===== src/u8u16_pkg.sv =====
// Package for the UTF-8 to UTF-16 transcoder: beat types, command and status
// structs, and code point constants. No dependencies.
package u8u16_pkg;

    localparam logic [15:0] REPL_CHAR = 16'hFFFD;
    localparam logic [20:0] SUPP_BASE = 21'h10000;
    localparam logic [20:0] CODE_MAX  = 21'h10FFFF;
    localparam logic [15:0] HI_BASE   = 16'hD800;
    localparam logic [15:0] LO_BASE   = 16'hDC00;
    localparam int          WIN_DEPTH = 4;

    typedef struct packed {
        logic [7:0] in_byte;
        logic       end_of_text;
    } in_beat_t;

    typedef struct packed {
        logic [15:0] code_unit;
        logic        last_unit;
    } out_beat_t;

    typedef struct packed {
        logic append;
        logic emit_main;
        logic emit_low;
    } cmd_t;

    typedef struct packed {
        logic done;
        logic pair;
        logic rest_empty;
        logic empty;
    } stat_t;

endpackage


===== src/utf8_to_utf16_transcoder_unit.sv =====
// Top level of the UTF-8 to UTF-16 transcoder: controller plus datapath.
// Depends on u8u16_pkg, u8u16_ctrl and u8u16_datapath.
//
//   channel | direction | handshake           | payload
//   in      | input     | in_valid / in_ready | in_data   (in_byte, end_of_text)
//   out     | output    | out_valid/out_ready | out_data  (code_unit, last_unit)
//
// A byte that completes nothing is accepted, then the window is checked once.
// A byte that completes sequences is accepted, then each decoded sequence and
// each low surrogate takes its own step, plus a final check if a prefix remains.
// Reset clears the state machine, the byte count and the output valid flag.
// Each decode step waits while the single output register holds an untaken beat.
module utf8_to_utf16_transcoder_unit (
    input  logic                 clk,
    input  logic                 rst_n,
    input  logic                 in_valid,
    output logic                 in_ready,
    input  u8u16_pkg::in_beat_t  in_data,
    output logic                 out_valid,
    input  logic                 out_ready,
    output u8u16_pkg::out_beat_t out_data
);

    u8u16_pkg::cmd_t  cmd;
    u8u16_pkg::stat_t stat;

    u8u16_ctrl u_ctrl (
        .clk       (clk),
        .rst_n     (rst_n),
        .in_valid  (in_valid),
        .in_ready  (in_ready),
        .out_valid (out_valid),
        .out_ready (out_ready),
        .stat      (stat),
        .cmd       (cmd)
    );

    u8u16_datapath u_datapath (
        .clk      (clk),
        .rst_n    (rst_n),
        .in_data  (in_data),
        .cmd      (cmd),
        .stat     (stat),
        .out_data (out_data)
    );

endmodule


===== src/u8u16_datapath.sv =====
// Datapath: byte window, front sequence decoder, surrogate split and output
// payload register. Uses u8u16_pkg.
module u8u16_datapath (
    input  logic                clk,
    input  logic                rst_n,
    input  u8u16_pkg::in_beat_t in_data,
    input  u8u16_pkg::cmd_t     cmd,
    output u8u16_pkg::stat_t    stat,
    output u8u16_pkg::out_beat_t out_data
);

    logic [7:0]  win_reg [u8u16_pkg::WIN_DEPTH];
    logic [7:0]  win_next [u8u16_pkg::WIN_DEPTH];
    logic [2:0]  count_reg;
    logic [2:0]  count_next;
    logic        end_reg;
    logic [15:0] unit_reg;
    logic        last_reg;
    logic [15:0] lo_reg;
    logic        lo_last_reg;

    logic [7:0]  lead;
    logic [1:0]  extra;
    logic        bad_lead;
    logic        incomplete;
    logic [3:1]  cont_ok;
    logic [2:0]  used;
    logic [20:0] code;
    logic [20:0] offset;
    logic        pair;
    logic        over;
    logic [15:0] main_unit;
    logic [15:0] low_unit;
    logic [2:0]  rest;
    logic [2:0]  idx;

    assign lead = win_reg[0];

    always_comb
    begin
        bad_lead = 1'b0;
        if (lead[7] == 1'b0)
            extra = 2'd0;
        else if ((lead & 8'hE0) == 8'hC0)
            extra = 2'd1;
        else if ((lead & 8'hF0) == 8'hE0)
            extra = 2'd2;
        else if ((lead & 8'hF8) == 8'hF0)
            extra = 2'd3;
        else
        begin
            extra    = 2'd0;
            bad_lead = 1'b1;
        end
    end

    always_comb
    begin
        for (int i = 1; i < u8u16_pkg::WIN_DEPTH; i++)
        begin
            cont_ok[i] = (win_reg[i] & 8'hC0) == 8'h80;
        end
    end

    assign incomplete = count_reg < ({1'b0, extra} + 3'd1);

    always_comb
    begin
        code = {5'd0, u8u16_pkg::REPL_CHAR};
        used = 3'd1;
        if (!incomplete)
        begin
            case (extra)
                2'd0:
                begin
                    used = 3'd1;
                    if (!bad_lead)
                        code = {13'd0, lead};
                end
                2'd1:
                begin
                    if (!cont_ok[1])
                        used = 3'd1;
                    else
                    begin
                        used = 3'd2;
                        code = {10'd0, lead[4:0], win_reg[1][5:0]};
                    end
                end
                2'd2:
                begin
                    if (!cont_ok[1])
                        used = 3'd1;
                    else if (!cont_ok[2])
                        used = 3'd2;
                    else
                    begin
                        used = 3'd3;
                        code = {5'd0, lead[3:0], win_reg[1][5:0], win_reg[2][5:0]};
                    end
                end
                default:
                begin
                    if (!cont_ok[1])
                        used = 3'd1;
                    else if (!cont_ok[2])
                        used = 3'd2;
                    else if (!cont_ok[3])
                        used = 3'd3;
                    else
                    begin
                        used = 3'd4;
                        code = {lead[2:0], win_reg[1][5:0], win_reg[2][5:0],
                                win_reg[3][5:0]};
                    end
                end
            endcase
        end
    end

    assign pair      = (code >= u8u16_pkg::SUPP_BASE) && (code <= u8u16_pkg::CODE_MAX);
    assign over      = code > u8u16_pkg::CODE_MAX;
    assign offset    = code - u8u16_pkg::SUPP_BASE;
    assign low_unit  = u8u16_pkg::LO_BASE + {6'd0, offset[9:0]};
    assign main_unit = pair ? (u8u16_pkg::HI_BASE + {6'd0, offset[19:10]})
                     : over ? u8u16_pkg::REPL_CHAR : code[15:0];
    assign rest      = count_reg - used;

    assign stat.done       = (count_reg == 3'd0) || (incomplete && !end_reg);
    assign stat.pair       = pair;
    assign stat.rest_empty = rest == 3'd0;
    assign stat.empty      = count_reg == 3'd0;

    always_comb
    begin
        idx        = 3'd0;
        count_next = count_reg;
        for (int i = 0; i < u8u16_pkg::WIN_DEPTH; i++)
        begin
            win_next[i] = win_reg[i];
        end
        if (cmd.append && (count_reg < 3'(u8u16_pkg::WIN_DEPTH)))
        begin
            win_next[count_reg[1:0]] = in_data.in_byte;
            count_next               = count_reg + 3'd1;
        end
        else if (cmd.emit_main)
        begin
            for (int i = 0; i < u8u16_pkg::WIN_DEPTH; i++)
            begin
                idx = 3'(i) + used;
                if (idx < 3'(u8u16_pkg::WIN_DEPTH))
                    win_next[i] = win_reg[idx[1:0]];
            end
            count_next = rest;
        end
    end

    always_ff @(posedge clk or negedge rst_n)
    begin
        if (!rst_n)
            count_reg <= 3'd0;
        else
            count_reg <= count_next;
    end

    always_ff @(posedge clk)
    begin
        for (int i = 0; i < u8u16_pkg::WIN_DEPTH; i++)
        begin
            win_reg[i] <= win_next[i];
        end
        if (cmd.append)
            end_reg <= in_data.end_of_text;
        if (cmd.emit_main)
        begin
            unit_reg    <= main_unit;
            last_reg    <= end_reg && !pair && (rest == 3'd0);
            lo_reg      <= low_unit;
            lo_last_reg <= end_reg && (rest == 3'd0);
        end
        else if (cmd.emit_low)
        begin
            unit_reg <= lo_reg;
            last_reg <= lo_last_reg;
        end
    end

    assign out_data.code_unit = unit_reg;
    assign out_data.last_unit = last_reg;

endmodule


===== src/u8u16_ctrl.sv =====
// Controller: accepts a byte, steps the decoder once per sequence and holds
// the output beat valid flag. Uses u8u16_pkg.
module u8u16_ctrl (
    input  logic             clk,
    input  logic             rst_n,
    input  logic             in_valid,
    output logic             in_ready,
    output logic             out_valid,
    input  logic             out_ready,
    input  u8u16_pkg::stat_t stat,
    output u8u16_pkg::cmd_t  cmd
);

    typedef enum logic [2:0] {
        S_IDLE   = 3'b001,
        S_DECODE = 3'b010,
        S_LOW    = 3'b100
    } state_t;

    state_t state_reg;
    state_t state_next;
    logic   out_valid_reg;
    logic   out_valid_next;
    logic   out_free;

    assign out_free = !out_valid_reg || out_ready;
    assign in_ready = state_reg == S_IDLE;

    always_comb
    begin
        cmd        = '0;
        state_next = state_reg;
        case (state_reg)
            S_IDLE:
            begin
                if (in_valid)
                begin
                    cmd.append = 1'b1;
                    state_next = S_DECODE;
                end
            end
            S_DECODE:
            begin
                if (stat.done)
                    state_next = S_IDLE;
                else if (out_free)
                begin
                    cmd.emit_main = 1'b1;
                    if (stat.pair)
                        state_next = S_LOW;
                    else if (stat.rest_empty)
                        state_next = S_IDLE;
                end
            end
            S_LOW:
            begin
                if (out_free)
                begin
                    cmd.emit_low = 1'b1;
                    state_next   = stat.empty ? S_IDLE : S_DECODE;
                end
            end
            default:
                state_next = S_IDLE;
        endcase
    end

    always_comb
    begin
        if (cmd.emit_main || cmd.emit_low)
            out_valid_next = 1'b1;
        else if (out_ready)
            out_valid_next = 1'b0;
        else
            out_valid_next = out_valid_reg;
    end

    always_ff @(posedge clk or negedge rst_n)
    begin
        if (!rst_n)
        begin
            state_reg     <= S_IDLE;
            out_valid_reg <= 1'b0;
        end
        else
        begin
            state_reg     <= state_next;
            out_valid_reg <= out_valid_next;
        end
    end

    assign out_valid = out_valid_reg;

    a_emit_free: assert property (@(posedge clk) disable iff (!rst_n)
        (cmd.emit_main || cmd.emit_low) |-> (!out_valid_reg || out_ready))
        else $error("beat loaded over a waiting beat");

    a_emit_valid: assert property (@(posedge clk) disable iff (!rst_n)
        (cmd.emit_main || cmd.emit_low) |=> out_valid_reg)
        else $error("loaded beat not marked valid");

    a_low_after_pair: assert property (@(posedge clk) disable iff (!rst_n)
        (state_reg == S_DECODE && cmd.emit_main && stat.pair) |=> (state_reg == S_LOW))
        else $error("low surrogate step skipped");

    a_low_origin: assert property (@(posedge clk) disable iff (!rst_n)
        (state_reg == S_LOW && !$past(state_reg == S_LOW)) |-> $past(cmd.emit_main))
        else $error("low surrogate step without high surrogate");

endmodule


===== config.mk =====
export PLATFORM = sky130hd
export DESIGN_NAME = utf8_to_utf16_transcoder_unit
export DESIGN_NICKNAME = d
export VERILOG_FILES = /design/src/u8u16_pkg.sv /design/src/utf8_to_utf16_transcoder_unit.sv /design/src/u8u16_datapath.sv /design/src/u8u16_ctrl.sv
export SDC_FILE = /design/constraint.sdc
export NUM_CORES = 1
export LEC_CHECK = 0
export ABC_CLOCK_PERIOD_IN_PS = 11900
export BUFFER_PORTS_ARGS = -buffer_cell sky130_fd_sc_hd__buf_2
export CAP_MARGIN = 10
export CORE_MARGIN = 2
export CORE_UTILIZATION = 60
export DETAILED_ROUTE_END_ITERATION = 6
export PLACE_DENSITY = 0.86
export SETUP_SLACK_MARGIN = 0.2
export SYNTH_ARGS = -nofsm -noshare
export SYNTH_HDL_FRONTEND = slang
export SYNTH_SLANG_ARGS = --single-unit

===== constraint.sdc =====
create_clock -name clk -period 11.9 [get_ports clk]
set_input_delay 0 -clock clk [delete_from_list [all_inputs] [get_ports clk]]
set_output_delay 0 -clock clk [all_outputs]
set_load 0.02 [all_outputs]

==> results of run 1 <==
[critical path, cell delays in order, from the launching register on]
cell      delay, ns
edfxtp_1       0.54
nand2b_4       0.23
nand2_1        0.08
nand3_1        0.14
inv_1          0.10
ha_1           0.27
inv_1          0.12
ha_1           0.35
nand4_2        0.15
a21o_1         0.23
nand2_1        0.18
nand2_2        0.60
ha_1           0.49
fa_1           0.48
xnor3_1        0.34
and3_1         0.22
and2_1         0.17
nand2_1        0.06
o21ai_0        0.06
[metal layers]
metal / GRT usage / wire, um
met5: 0 / 0
met4: 0.149 / 427
met1: 0.411 / 5440
met3: 0.0595 / 1250
met2: 0.478 / 6330
[power by group through the flow]
stage / logic, mW / registers (mW) / clock network (mW)
global route: 0.889 / 0.494 / 0.191
finish: 0.817 / 0.485 / 0.178
global placement: 0.772 / 0.479 / 0
CTS: 0.805 / 0.480 / 0.178
detailed placement: 0.798 / 0.485 / 0
floorplan: 0.630 / 0.452 / 0
[cells in the final DEF, fill, tap and decap left out, types with 6 or more instances in the layout]
master,netlist,routed
a211oi_1,17,17
a21o_1,7,7
a21oi_1,16,16
a31o_2,18,18
buf_2,8,31
buf_4,5,7
clkbuf_8,0,12
dfrtp_1,6,6
dlygate4sd3_1,0,6
edfxtp_1,61,61
ha_1,16,16
inv_1,15,15
mux2_2,16,16
mux2i_1,35,35
nand2_1,33,32
nand2b_1,10,10
nand3_1,26,26
nor2_1,44,44
nor3_1,8,8
o21ai_0,43,42
o21ai_1,5,6
[cell type report]
type                    instances  area, sq um  share of cell area
multi-input cells             393         2810               0.514
flip-flops and latches         68         2010               0.368
repair buffers                 45          273              0.0500
clock buffers                  14          173              0.0316
well taps                     105          131              0.0241
inverters                      16         60.1              0.0110
clock inverters                 2         10.0             0.00183
[cells by family after synthesis]
group / Yosys count / synth area share
DFF: 68 / 0.396
xor gates and xnor gates: 5 / 0.0113
muxes: 52 / 0.108
buffers and inverters: 58 / 0.0545
and+or+nand+nor: 155 / 0.155
AOI/OAI and AO/OA: 164 / 0.232
adders and majority gates: 17 / 0.0434
[worst min path at each step]
| stage | startpoint | to | slack [ns] | cells past startpoint |
|---|---|---|---|---|
| after floorplan | rst_n | u_ctrl.out_valid | -0.30 | 0 |
| after global placement | rst_n | u_datapath.count_reg[0] | -0.17 | 1 |
| after detailed placement | rst_n | u_datapath.count_reg[0] | -0.15 | 1 |
| after CTS | in_data[1] | u_datapath.win_reg[0][0] | 0.002 | 3 |
| after global routing | in_data[1] | u_datapath.win_reg[1][0] | 0.007 | 2 |
| final | in_data[1] | u_datapath.win_reg[0][0] | 0.004 | 3 |
[what timing repair did]
item	4_1_cts	5_1_grt
hold buffers	6	0
endpoints found under the hold margin	15	0
setup endpoints to repair	0	0
[cells in the mapped netlist (3+ instances only)]
cell / instances
a211oi_1: 17
a21o_1: 7
a21oi_1: 16
a31o_2: 18
a31oi_1: 5
and2_1: 3
buf_2: 8
buf_4: 5
buf_6: 4
clkbuf_1: 23
dfrtp_1: 6
edfxtp_1: 61
ha_1: 16
inv_1: 15
mux2_2: 16
mux2i_1: 35
nand2_1: 33
nand2b_1: 10
nand3_1: 26
nand3b_1: 3
nor2_1: 44
nor2b_1: 3
nor3_1: 8
o2111ai_1: 3
o211ai_1: 3
o21a_1: 5
o21ai_0: 43
o21ai_1: 5
o22a_1: 5
o22ai_1: 4
o31ai_1: 4
o32ai_1: 3
or2_2: 3
xnor2_1: 4
==> run metrics, run 1 <==
RSZ-0062 raised after global routing=false; Die X=about 96 um; DRT iter0 DRCs=443; Post-CTS Setup Bufs=0; leading area contributor after synthesis=edfxtp_1; Critical Path Start Type=flip-flop; Starting Density=0.617; number of flip-flops in the largest register=32; DR vias/cell=about 7; R2R depth=18; Num CTS Buffers=9; min cycle time layout=5.10 ns; CTS H-tree depth=3; DRT Pass-1 Iters=5; first-pass GRT wire length=21,300 um; Lkg Pwr=2.15 nW; highest clock rate=roughly 200 MHz; ANT cells=0; Area after DPL=around 5200 sq um; final hold violations=0; Async SR Flop Fraction=0.103; ys flop type=edfxtp_1; Crit Path Category=reg2reg; Ports=32; Synth Cell Area=just over 5000 sq um; CTS max path bufs=2; fin. max-slew vios=0; Yosys reg bits=slightly below 70; WL per Instance=20.9 um; Core Area=about 8200 sq um; die height=~96 um; clk_skew=0.00971 ns; Post-Synthesis Mean Instance Area=a little under 10 sq um; Final Worst Setup Slack=about 7 ns; number of enable flip-flop cells after synthesis=61; Internal=a little over 0.8 mW; Crit Reg-Reg Startpoint=u_datapath.win_reg[0][3]; Worst-Margin Slew=between 1 and 1.5 ns; non-filler cells in the finished layout=about 640; MaxCap Viol Count=0; crit end category=flip-flop; DP Worst Slack=6.88 ns; register clock-pin slew on the reported worst setup and hold paths=~0.070 ns; clock network power share=0.120; Ys Warns=0; largest net degree at the start of global routing=73; Slew Limit Headroom=0.316; crit path max fanout=35; CTS resizes=0; Mapped Cells=519; fin area=about 5500 sq um; Layout Nets=563; clk_lat worst skew=around 0.35 ns; die area=a little over 9000 sq um; sw power=between 0.6 and 0.7 mW; Detail Route Antenna Nets=0; GRT Util Overall=0.307; fin crit share=0.428; placed cell count=620; R2R Path End=u_datapath.last_reg; WP data required=around 12 ns; setup_tns=0 ns; vias in the first global route=approximately 4,100; Post-Route WL=13,400 um; antenna violations before repair=0; area grow syn2layout=7.65%; PD cells=~270 nW/um^2; Clock Tree Root=clkbuf_8; share of layout cells above drive strength 1=0.199; CP endpoint=u_datapath.last_reg; HP Class=in2reg; register share of total power=0.328; R2R setup slack=6.80 ns; # rows=33; status=complete, no violations; setup violators final=0; largest cells by area after synthesis=edfxtp_1 (36%), mux2i_1 (6.9%), o21ai_0 (4.2%); final core occ=0.665; Yosys top cell area share=0.361; Mapped Nets=between 500 and 600; WHS=around 0.0043 ns; Cell variety after synth=between 70 and 80; overall power=around 1.5 mW; sequential-to-total area share from yosys stat=0.396; total gr overflow=0; fill count=approximately 680; CTS tree=built; TritonCTS sink count=around 70; Gate power share=0.552; CP Launch Point=u_datapath.win_reg[0][3]; Worst Path Arrival=approximately 5.2 ns; remaining routing DRC violations=0; maximum vdd drop=between 0.1 and 0.15 mV; Placer Congestion=between 1 and 1.5; port bufs=31; Vias=~4,400; Post-DP HPWL=slightly above 9000 um; switch share=0.439
No activity file was read; power rests on OpenSTA's default activity.
==> run 2: changes to the inputs <==
Settings changed: ABC_CLOCK_PERIOD_IN_PS 11900 to 5340.
Clock period 11.9 ns to 5.34 ns, I/O delays scaled along.
==> run 2 against run 1 <==
  * The run now ends with negative hold slack left
  * Global-route usage is 0.64 points lower
  * Final area grew 0.94%
  * Clock-buffer cell count decreased by 3
  * Clock skew up 0.0038 ns
  * Worst setup slack lost 6.2 ns
  * Non-clock buffer count grew 6
  * Wire length fell by 2.9%
  * Critical path type unchanged
==> run metrics, run 2 (synthesized netlist as in run 1, its figures left out) <==
Worst Path Arrival=4.84 ns (-0.34 ns); non-filler cells in the finished layout=649 (+0.93%); GRT Util Overall=0.301 (-0.00644); share of layout cells above drive strength 1=0.206 (+0.00700); vias in the first global route=4,052 (-1.9%); Clock Tree Root=clkbuf_8; Starting Density=0.617 (unchanged); CTS H-tree depth=3 (unchanged); Num CTS Buffers=9 (unchanged); status=complete, but fails checks; Gate power share=0.551 (about the same); setup_tns=0 ns (unchanged); R2R setup slack=0.59 ns (-6.21 ns); PD cells=603 nW/um^2 (+120%); WHS=-0.00206 ns (-0.00640 ns); area grow syn2layout=8.66%; final hold violations=5 (+5); switch share=0.439 (about the same); MaxCap Viol Count=0 (unchanged); CTS tree=built; TritonCTS sink count=68 (unchanged); Die X=95.9 um (unchanged); failing checks=negative hold slack; Post-Route WL=13,100 um (-2.9%); Crit Path Category=reg2reg; Worst-Margin Slew=0.682 ns (-0.340 ns); Critical Path Start Type=flip-flop; HP Class=in2async; clk_skew=0.0135 ns (+0.00378 ns); Core Area=8220 sq um (unchanged); hold buffer count at CTS=7 (+1); Vias=4,344 (-0.94%); ANT cells=0 (unchanged); DRT iter0 DRCs=357 (-19%); Layout Nets=569 (+1.1%); first-pass GRT wire length=21,000 um (-1.5%); highest clock rate=211 MHz (+7.3%); Placer Congestion=1.11 (+11%); DR vias/cell=6.69 (-1.9%); RSZ-0062 raised after global routing=false; port bufs=31 (unchanged); Post-CTS Setup Bufs=0 (unchanged); clk_lat worst skew=0.35 ns (about the same); Post-DP HPWL=9340 um (+0.15%); sw power=1.46 mW (+120%); remaining routing DRC violations=0 (unchanged); crit end category=flip-flop; fin crit share=0.889 (+0.461); fin. max-slew vios=0 (unchanged); WP data required=5.43 ns (-6.56 ns); register clock-pin slew on the reported worst setup and hold paths=0.08 ns (about the same); register share of total power=0.324 (-0.004); DRT Pass-1 Iters=5 (unchanged); maximum vdd drop=0.350 mV (+160%); Slew Limit Headroom=0.545 (+0.229); min cycle time layout=4.75 ns (-0.348 ns); total gr overflow=0 (unchanged); Detail Route Antenna Nets=0 (unchanged); crit path max fanout=18 (-49%); Internal=1.86 mW (+120%); antenna violations before repair=0 (unchanged); WL per Instance=20.1 um (-3.8%); # rows=33 (unchanged); CTS resizes=0 (unchanged); die height=95.9 um (unchanged); placed cell count=626 (+0.97%); die area=9210 sq um (unchanged); Ports=32 (unchanged); most common cell after layout, fill and taps aside=edfxtp_1; clock network power share=0.125 (+0.005); setup violators final=0 (unchanged); CTS max path bufs=2 (unchanged); most frequent cells in the layout=edfxtp_1 (61), nor2_1 (44), o21ai_0 (43); number of flip-flops in the largest register=32 (unchanged); largest net degree at the start of global routing=73 (unchanged); Lkg Pwr=2.18 nW (+1.1%)
[run 2: worst paths after layout]
kind | start | end | cells past startpoint
max reg2reg | u_datapath.win_reg[0][3] | u_datapath.unit_reg[1] | 18
max in group asynchronous | rst_n | u_ctrl.state_reg[0] | 2
min | rst_n | u_datapath.count_reg[1] | 2
min reg2reg | u_datapath.lo_last_reg | u_datapath.last_reg | 2
max | u_datapath.win_reg[0][3] | u_datapath.unit_reg[1] | 18
min in group clk | in_data[4] | u_datapath.win_reg[2][3] | 3
[run 2: area by class of cell]
class / count / area [sq um]
fillers: 682 / 2710
clock buffers: 11 / 131
repair buffers: 51 / 323
clock inverters: 5 / 52.6
flip-flops and latches: 68 / 2010
multi-input cells: 393 / 2810
inverters: 16 / 60.1
well taps: 105 / 131
[run 2: power groups by stage]
stage | registers [mW] | clock network [mW] | logic (mW)
2_1_floorplan | 1.01 | 0 | 1.40
3_3_place_gp | 1.07 | 0 | 1.73
3_5_place_dp | 1.08 | 0 | 1.80
4_1_cts | 1.07 | 0.419 | 1.81
5_1_grt | 1.09 | 0.446 | 2.00
6_report | 1.08 | 0.415 | 1.83
[run 2: per-layer routing]
metal | wire [um] | track usage | vias up | share of wire
li1 | - | - | 2010 | -
met1 | 5490 | 0.390 | 2086 | 0.42
met2 | 6090 | 0.483 | 207 | 0.47
met3 | 994 | 0.0595 | 41 | 0.076
met4 | 487 | 0.143 | 0 | 0.037
met5 | 0 | 0 | - | 0
[run 2: worst max-delay path, stage by stage, from the launching register on]
cell,delay [ns]
edfxtp_1,0.54
nand2b_4,0.22
nand2_1,0.08
nand3_1,0.13
inv_1,0.09
ha_1,0.26
inv_1,0.13
ha_1,0.35
nand4_2,0.16
a21o_1,0.23
a21oi_1,0.48
nand2_1,0.20
inv_1,0.11
ha_1,0.14
nor2b_1,0.15
nand4b_1,0.12
o31a_1,0.54
mux2_4,0.37
a22o_1,0.20
[run 2: metrics by stage]
step                      setup slack (ns)  total power [mW]  area [sq um]  hold WS (ns)   util
after floorplan                       1.22              2.41          5070        -0.296      -
after CTS                            0.669              3.30          5510       0.00112  0.671
after detailed placement             0.677              2.87          5260        -0.162  0.640
final                                0.593              3.32          5510      -0.00206  0.671
after global placement               0.893              2.80          5260        -0.162  0.640
after global routing                 0.291              3.54          5510      0.000849  0.671
==> run 3: changes to the inputs <==
Settings changed: PLACE_DENSITY 0.86 to 0.75, SYNTH_HIERARCHICAL set to 1.
==> run 3 against run 2 <==
  * The flow now finishes without violations
  * Sequential share of layout area down 0.15 points
  * Via count up 5.0%
  * Critical endpoint is now u_ctrl/state_reg[1]
  * Wire length up 2.0%
  * Non-clock buffer count down 2
  * Combinational power down 13%
  * Fmax up 0.58%
  * Global-route usage up 0.51 points
  * Sequential power about the same
  * Register-to-register slack better by 0.03 ns
  * Highest routed layer unchanged
  * Final area up 0.41%
  * Clock-buffer cell count down 2
  * Critical path type unchanged
==> run metrics, run 3 <==
most frequent cells in the layout=o21ai_0 (86), nor2_1 (70), edfxtp_1 (61); WL per Instance=18.8 um (-6.3%); Mapped Nets=612 (+11%); Worst Path Arrival=4.96 ns (+0.12 ns); Post-Synthesis Mean Instance Area=8.74 sq um (-11%); min cycle time layout=4.72 ns (-0.0275 ns); leading area contributor after synthesis=edfxtp_1; highest clock rate=212 MHz (+0.58%); slowest stage delay, CP=0.62 ns (+0.08 ns); sequential-to-total area share from yosys stat=0.394 (-0.00185); Ports=32 (unchanged); placed cell count=685 (+9.4%); fill count=681 (-0.15%); Mapped Cells=583 (+12%); Lkg Pwr=1.95 nW (-10%); crit end category=flip-flop; setup violators final=0 (unchanged); number of flip-flops in the largest register=32 (unchanged); Yosys top cell area share=0.359 (-0.00168); clk_skew=0.0119 ns (-0.00159 ns); Starting Density=0.620 (+0.00289); fin crit share=0.884 (-0.00514); Post-Route WL=13,300 um (+2.0%); Yosys reg bits=68 (unchanged); GRT Util Overall=0.306 (+0.00513); Post-DP HPWL=9430 um (+1.0%); largest net degree at the start of global routing=73 (unchanged); Die X=96.2 um (+0.22%); Clock Tree Root=clkbuf_8; Detail Route Antenna Nets=0 (unchanged); ANT cells=0 (unchanged); PD cells=555 nW/um^2 (-7.9%); ys flop type=edfxtp_1; Slew Limit Headroom=0.596 (+0.0503); DP Worst Slack=0.564 ns (-0.113 ns); WP data required=5.58 ns (+0.15 ns); CP top delay family=simple AND/OR/NAND/NOR gates; Cell variety after synth=79 (+1.3%); RSZ-0062 raised after global routing=false; Critical-path top delay cell=or4_1; Post-CTS Setup Bufs=0 (unchanged); fin area=5530 sq um (+0.41%); top post-synthesis cells by count=o21ai_0 (86), nor2_1 (72), edfxtp_1 (61); Num CTS Buffers=9 (unchanged); final hold violations=0 (-5); Ys Warns=6 (+6); total gr overflow=0 (unchanged); status=complete, no violations; Core Area=8220 sq um (unchanged); DR vias/cell=6.45 (-3.6%); die height=96.2 um (+0.22%); Final Worst Setup Slack=0.620 ns (+0.0275 ns); clk_lat worst skew=0.35 ns (about the same); DRT Pass-1 Iters=5 (unchanged); CTS tree=built; Layout Nets=626 (+10%); Synth Cell Area=5100 sq um (+0.47%); Async SR Flop Fraction=0.103 (unchanged); Worst-Margin Slew=0.607 ns (-0.0754 ns); first-pass GRT wire length=21,500 um (+2.3%); antenna violations before repair=0 (unchanged); setup_tns=0 ns (unchanged); die area=9250 sq um (+0.45%); most common cell after layout, fill and taps aside=o21ai_0; largest cells by area after synthesis=edfxtp_1 (36%), o21ai_0 (8.4%), mux2i_1 (5.7%); most common cell in the netlist=o21ai_0; DRT iter0 DRCs=430 (+20%); vias in the first global route=4,114 (+1.5%); HP Class=in2reg; overall power=3.07 mW (-7.5%); remaining routing DRC violations=0 (unchanged); # rows=33 (unchanged); Crit Path Category=reg2reg; fin. max-slew vios=0 (unchanged); MaxCap Viol Count=0 (unchanged); non-filler cells in the finished layout=707 (+8.9%); CTS H-tree depth=3 (unchanged); TritonCTS sink count=68 (unchanged); register clock-pin slew on the reported worst setup and hold paths=0.08 ns (about the same); Vias=4,562 (+5.0%); share of layout cells above drive strength 1=0.148 (-0.0580); Placer Congestion=1.00 (-9.9%); Critical Path, Cell by Cell=nand2b_4, nand2_1, nand3_1, inv_1, ha_2, inv_1, ha_1, a21oi_1, nand2_1, o21ai_2, o22ai_1, or4_1, nor4_2, a211oi_2, o311ai_4, mux2_1; Critical Path Start Type=flip-flop; number of enable flip-flop cells after synthesis=61 (unchanged); crit path max fanout=13 (-5); maximum vdd drop=0.295 mV (-16%); Area after DPL=5270 sq um (+0.24%); area grow syn2layout=8.59% (about the same); port bufs=31 (unchanged); Buf+Inv Stages, Crit Path=2 (-1); CTS max path bufs=2 (unchanged)
run 3: cell count changes after synthesis, moves of 15 or more:
cell and change:
a31o_2 -16, mux2_2 -16, nand2_1 +20, nand3_1 +15, nor2_1 +28, o21ai_0 +43
run 3: power breakdown:
group	total (mW)	internal, mW	switching, mW
Sequential	1.05	0.861	0.186
Clock	0.422	0.213	0.209
Combinational	1.60	0.587	1.01
Total	3.07	1.66	1.41
run 3: metrics by stage:
step                 util  hold slack, ns
global route        0.674          0.0122
CTS                 0.672        0.000923
finish              0.674         0.00841
global placement    0.641          -0.153
floorplan               -          -0.296
detailed placement  0.641          -0.150
run 3: layout make-up:
type	count	area, sq um	area share
multi-input combinational	448	2820	0.509
sequential	68	2010	0.363
timing repair buffer	49	305	0.0552
tap	105	131	0.0237
clock buffer	9	124	0.0224
inverter	21	78.8	0.0142
clock inverter	7	67.6	0.0122
run 3: final timing paths:
kind	slack [ns]	to	cells after the start	start
max	0.62	u_ctrl/state_reg[1]	16	u_datapath/win_reg[0][3]
min reg2reg	0.55	u_ctrl/state_reg[2]	1	u_ctrl/state_reg[0]
min	0.008	u_datapath/win_reg[1][0]	3	in_data[1]
max in group asynchronous	4.44	u_ctrl/state_reg[1]	3	rst_n
min in group asynchronous	0.14	u_ctrl/state_reg[0]	2	rst_n
max reg2reg	0.62	u_ctrl/state_reg[1]	16	u_datapath/win_reg[0][3]
run 3: tightest hold or removal path, cell delays in order:
cell and delay (ns):
buf_2 0.12, nand3_1 0.06, o21ai_0 0.07
run 3: layer usage:
metal  share of wire  global-route usage  wire, um
met1            0.43               0.423      5700
met2            0.46               0.476      6150
met3           0.071              0.0415       950
met4           0.039               0.138       522
met5               0                   0         0
run 3: what timing repair did:
action                                  in CTS  in global routing
hold buffers                                 6                  0
resized for setup                            0                  3
endpoints found under the setup margin       0                  4
hold endpoints to repair                    13                  0
run 3: cell families after synthesis:
logic type / share of synthesized area
and+or+nand+nor: 0.218
muxes: 0.0592
xor gates and xnor gates: 0.0103
adders and majority gates: 0.0408
DFF: 0.394
AOI/OAI and AO/OA: 0.219
buffers and inverters: 0.0582
